--- src/design/mlta_ram.sv ---
`default_nettype none
// one row per bucket: valid bits, macs, ports and timestamps of all ways
module mlta_ram #(
  parameter int unsigned Depth = 256,
  parameter int unsigned Width = 8
) (
  input  wire logic                     clk_i,
  input  wire logic                     we_i,
  input  wire logic [$clog2(Depth)-1:0] waddr_i,
  input  wire logic [Width-1:0]         wdata_i,
  input  wire logic [$clog2(Depth)-1:0] raddr_i,
  output      logic [Width-1:0]         rdata_o
);
  logic [Width-1:0] mem [Depth];

  always_ff @(posedge clk_i) begin
    if (we_i) begin
      mem[waddr_i] <= wdata_i;
    end
    rdata_o <= mem[raddr_i];
  end
endmodule
`default_nettype wire

--- config.mk ---
export PLATFORM = sky130hd
export DESIGN_NAME = mlta_ram
export DESIGN_NICKNAME = d
export VERILOG_FILES = /design/src/design/mlta_ram.sv
export SDC_FILE = /design/constraint.sdc
export NUM_CORES = 2
export LEC_CHECK = 0
export ABC_CLOCK_PERIOD_IN_PS = 2800
export BUFFER_PORTS_ARGS = -buffer_cell sky130_fd_sc_hd__clkbuf_2
export CAP_MARGIN = 20
export CORE_MARGIN = 2
export CORE_UTILIZATION = 50
export CTS_BUF_LIST = sky130_fd_sc_hd__clkbuf_16
export DETAILED_ROUTE_END_ITERATION = 7
export PLACE_DENSITY = 0.65
export SYNTH_ARGS = -nofsm -noshare
export SYNTH_HDL_FRONTEND = slang
export SYNTH_SLANG_ARGS = --single-unit
--- constraint.sdc ---
create_clock -name clk_i -period 2.8 [get_ports clk_i]
set_input_delay 0.14 -clock clk_i [delete_from_list [all_inputs] [get_ports clk_i]]
set_output_delay 0.14 -clock clk_i [all_outputs]
set_load 0.01 [all_outputs]
==> metrics.yaml <==
place:
  hpwl_um: 124000
  placed_area_mm2: 0.0859
  numPortBuffers: 33
  place_congestion: 0.861
yosys:
  ys_types: 55
  avgSynthCellArea_um2: 21.3
  synth_compound_area_frac: 0.0342
  yosys.area.top_type: "edfxtp_1"
  synthArstFlopShare: 0
  synth_top_family_by_area: "multiplexers"
  yosysMostFrequentCell: "edfxtp_1"
  seq_area_frac_synth: 0.775
  yosys_warnings: 0
  synthTopCellsByArea: "edfxtp_1 (77%), mux4_2 (13%), mux2i_1 (1.7%), nor2_1 (1.3%), a22oi_1 (1.3%)"
  synthDominantCellAreaShare: 0.773
  synth_seq_cells: 2056
  synthTopCellsByCount: "edfxtp_1 (2048), mux4_2 (454), nor2_1 (282)"
  syn_nets: 3759
  synth-adder-area-share: 0
  synth-main-ff-cell: "edfxtp_1"
  synthesis.area_mm2: 0.0796
  synth_cells: 3733
  synth_xor_area_frac: 0
  synth_edf_count: 2048
  muxShareOfSynthArea: 0.146
  synth-simple-area-share: 0.0263
timing:
  finalMaxSlewViolations: 0
  setup_violations: 0
  relSlewSlack: 0.358
  finalCriticalPeriod_ns: 2.66
  finalHoldViolCount: 0
  clock_skew_ns: 0.0443
  tightestPinTransition_ns: 0.963
  rsz0062_at_grt: "false"
  final.period_utilization: 0.951
  fmax_ghz: 0.375
route:
  drt_pre_antenna_iters: 5
  wl_per_cell_um: 30.1
  vias: 40600
  drc_errors: 0
  postRouteAntennaNets: 0
  wirelength_um: 196000
  vias_per_cell: 6.21
  drt-initial-drc-count: 5697
critical_path:
  critPathKind: "reg -> reg"
  r2r_setup_slack_ns: 0.14
  cp-start-kind: "register"
  crit_required_ns: 3.50
  end_kind: "register"
  crit-reg2reg-launch: "mem[211][5]"
  endpoint: "rdata_o[5]"
  cp_max_fo: 1
  reg2reg_to: "rdata_o[5]"
  reg2reg_depth: 7
  cp-startpoint: "mem[211][5]"
  worstPathArrival_ns: 3.37
grt:
  grt_pass1_vias: 39900
  grt_overflow: 0
  grt_max_degree: 108
  antenna_found_initial: 7
  grt_pass1_wl_um: 284000
  grt_use_total: 0.243
clock_tree:
  max-clock-path-buffers: 3
  cts_htree_levels: 4
  cts_tree: "yes"
  insertion_delay_ns: 0.87
  numCtsBuffers: 198
  postCtsSetupBuffers: 0
  ctsRootBufferMaster: "clkbuf_16"
  cts.clk_slew.worst_paths_ns: 0.07
  cts.sink_count: 2056
layout:
  fin_area_mm2: 0.0925
  layout.nets: 4309
  drive_above_1_share: 0.300
  syn2layout_area_growth_pct: 16.3
die:
  dieHeight_um: 403
  die-area_mm2: 0.162
  start_util: 0.503
  core-area_mm2: 0.158
  pin_count: 34
  rows: 146
  die_w_um: 403
flow_run:
  drv_cap: 0
pwr:
  power_mw: 64.1
  power.density_mw_per_mm2: 693
  p_leak_nw: 29.9
  irDropWorstVdd_mv: 0.557
outcome:
  status: "completed"
min_path:
  hold_class: "in -> reg"
## state kept, by name, summed over array words and instances, names as in the netlist
name / flops
mem: 2048
rdata_o: 8
## logic make-up (layout without fill, tap and decap cells)
kind of cell | after synthesis | after routing
AO/OA/AOI/OAI | 385 | 385
flip-flops | 2056 | 2056
buffers and inverters | 235 | 954
other | 0 | 2
AND/OR/NAND/NOR | 466 | 466
multiplexers | 591 | 591
## cell usage in the layout (no fill, tap or decap), types with 34 or more instances in the layout
master,synthesis,routed
buf_12,8,62
mux2i_1,134,134
a22oi_1,133,133
mux4_2,454,454
nor2_1,282,279
clkbuf_16,0,198
clkinv_2,0,34
edfxtp_1,2048,2048
a21oi_1,96,96
buf_4,27,477
inv_1,1,38
o221ai_1,46,46
clkinv_1,1,48
## worst min path at each step
stage | from | to | slack, ns | cells after the start
after floorplan | wdata_i[0] | mem[0][0] | 0.24 | 0
after global placement | wdata_i[1] | mem[244][1] | 0.48 | 1
after detailed placement | wdata_i[1] | mem[247][1] | 0.49 | 1
after CTS | waddr_i[6] | mem[233][6] | 0.02 | 4
after global routing | waddr_i[6] | mem[233][6] | 0.06 | 4
final | waddr_i[6] | mem[233][6] | 0.05 | 4
## critical path, cell delays in order (launching register included)
cell and delay (ns):
edfxtp_1 0.37, mux4_2 0.47, a22o_1 0.27, a221oi_1 0.46
o32ai_1 0.18, nor3_1 0.45, buf_4 0.25, nor4_1 0.06
## power by group
group	switching, mW	total [mW]	leakage (nW)	internal (mW)
logic	2.06	3.35	8.06	1.29
clock network	11.7	26.8	3.33	15.1
registers	0.0778	34.0	18.5	33.9
total	13.8	64.1	29.9	50.3
## layout make-up
type | count | area (um^2)
diodes | 2 | 5.00
clock buffers | 198 | 4950
clock inverters | 171 | 1610
fillers | 11400 | 65700
inverters | 2 | 7.51
multi-input cells | 1442 | 16500
flip-flops and latches | 2056 | 61700
well taps | 2072 | 2590
repair buffers | 583 | 5190
## layer usage
layer	vias up	GRT usage	routed length, um	share of wire
met5	-	0	57	0.00029
met4	8	0.0776	6110	0.031
met3	316	0.0435	17400	0.089
met2	2005	0.372	92100	0.47
met1	21400	0.360	80600	0.41
li1	16800	-	-	-
## metrics by stage
step           hold slack, ns  setup TNS [ns]  setup WS [ns]  utilization  std cells
2_1_floorplan           0.239               0          0.722            -       3733
3_3_place_gp            0.484           -3.20         -0.820        0.543       6142
3_5_place_dp            0.490           -1.91         -0.558        0.543       6145
4_1_cts                0.0154               0          0.159        0.585       6524
5_1_grt                0.0599               0          0.106        0.585       6525
6_report               0.0505               0          0.137        0.585       6526
## what timing repair did
| action | in CTS | in global routing |
|---|---|---|
| pin swaps | 0 | 0 |
| endpoints found under the hold margin | 777 | 0 |
| endpoints found under the setup margin | 1 | 1 |
| hold buffers | 10 | 0 |
| gates resized for setup | 1 | 1 |
(Power assumes the default switching activity.)
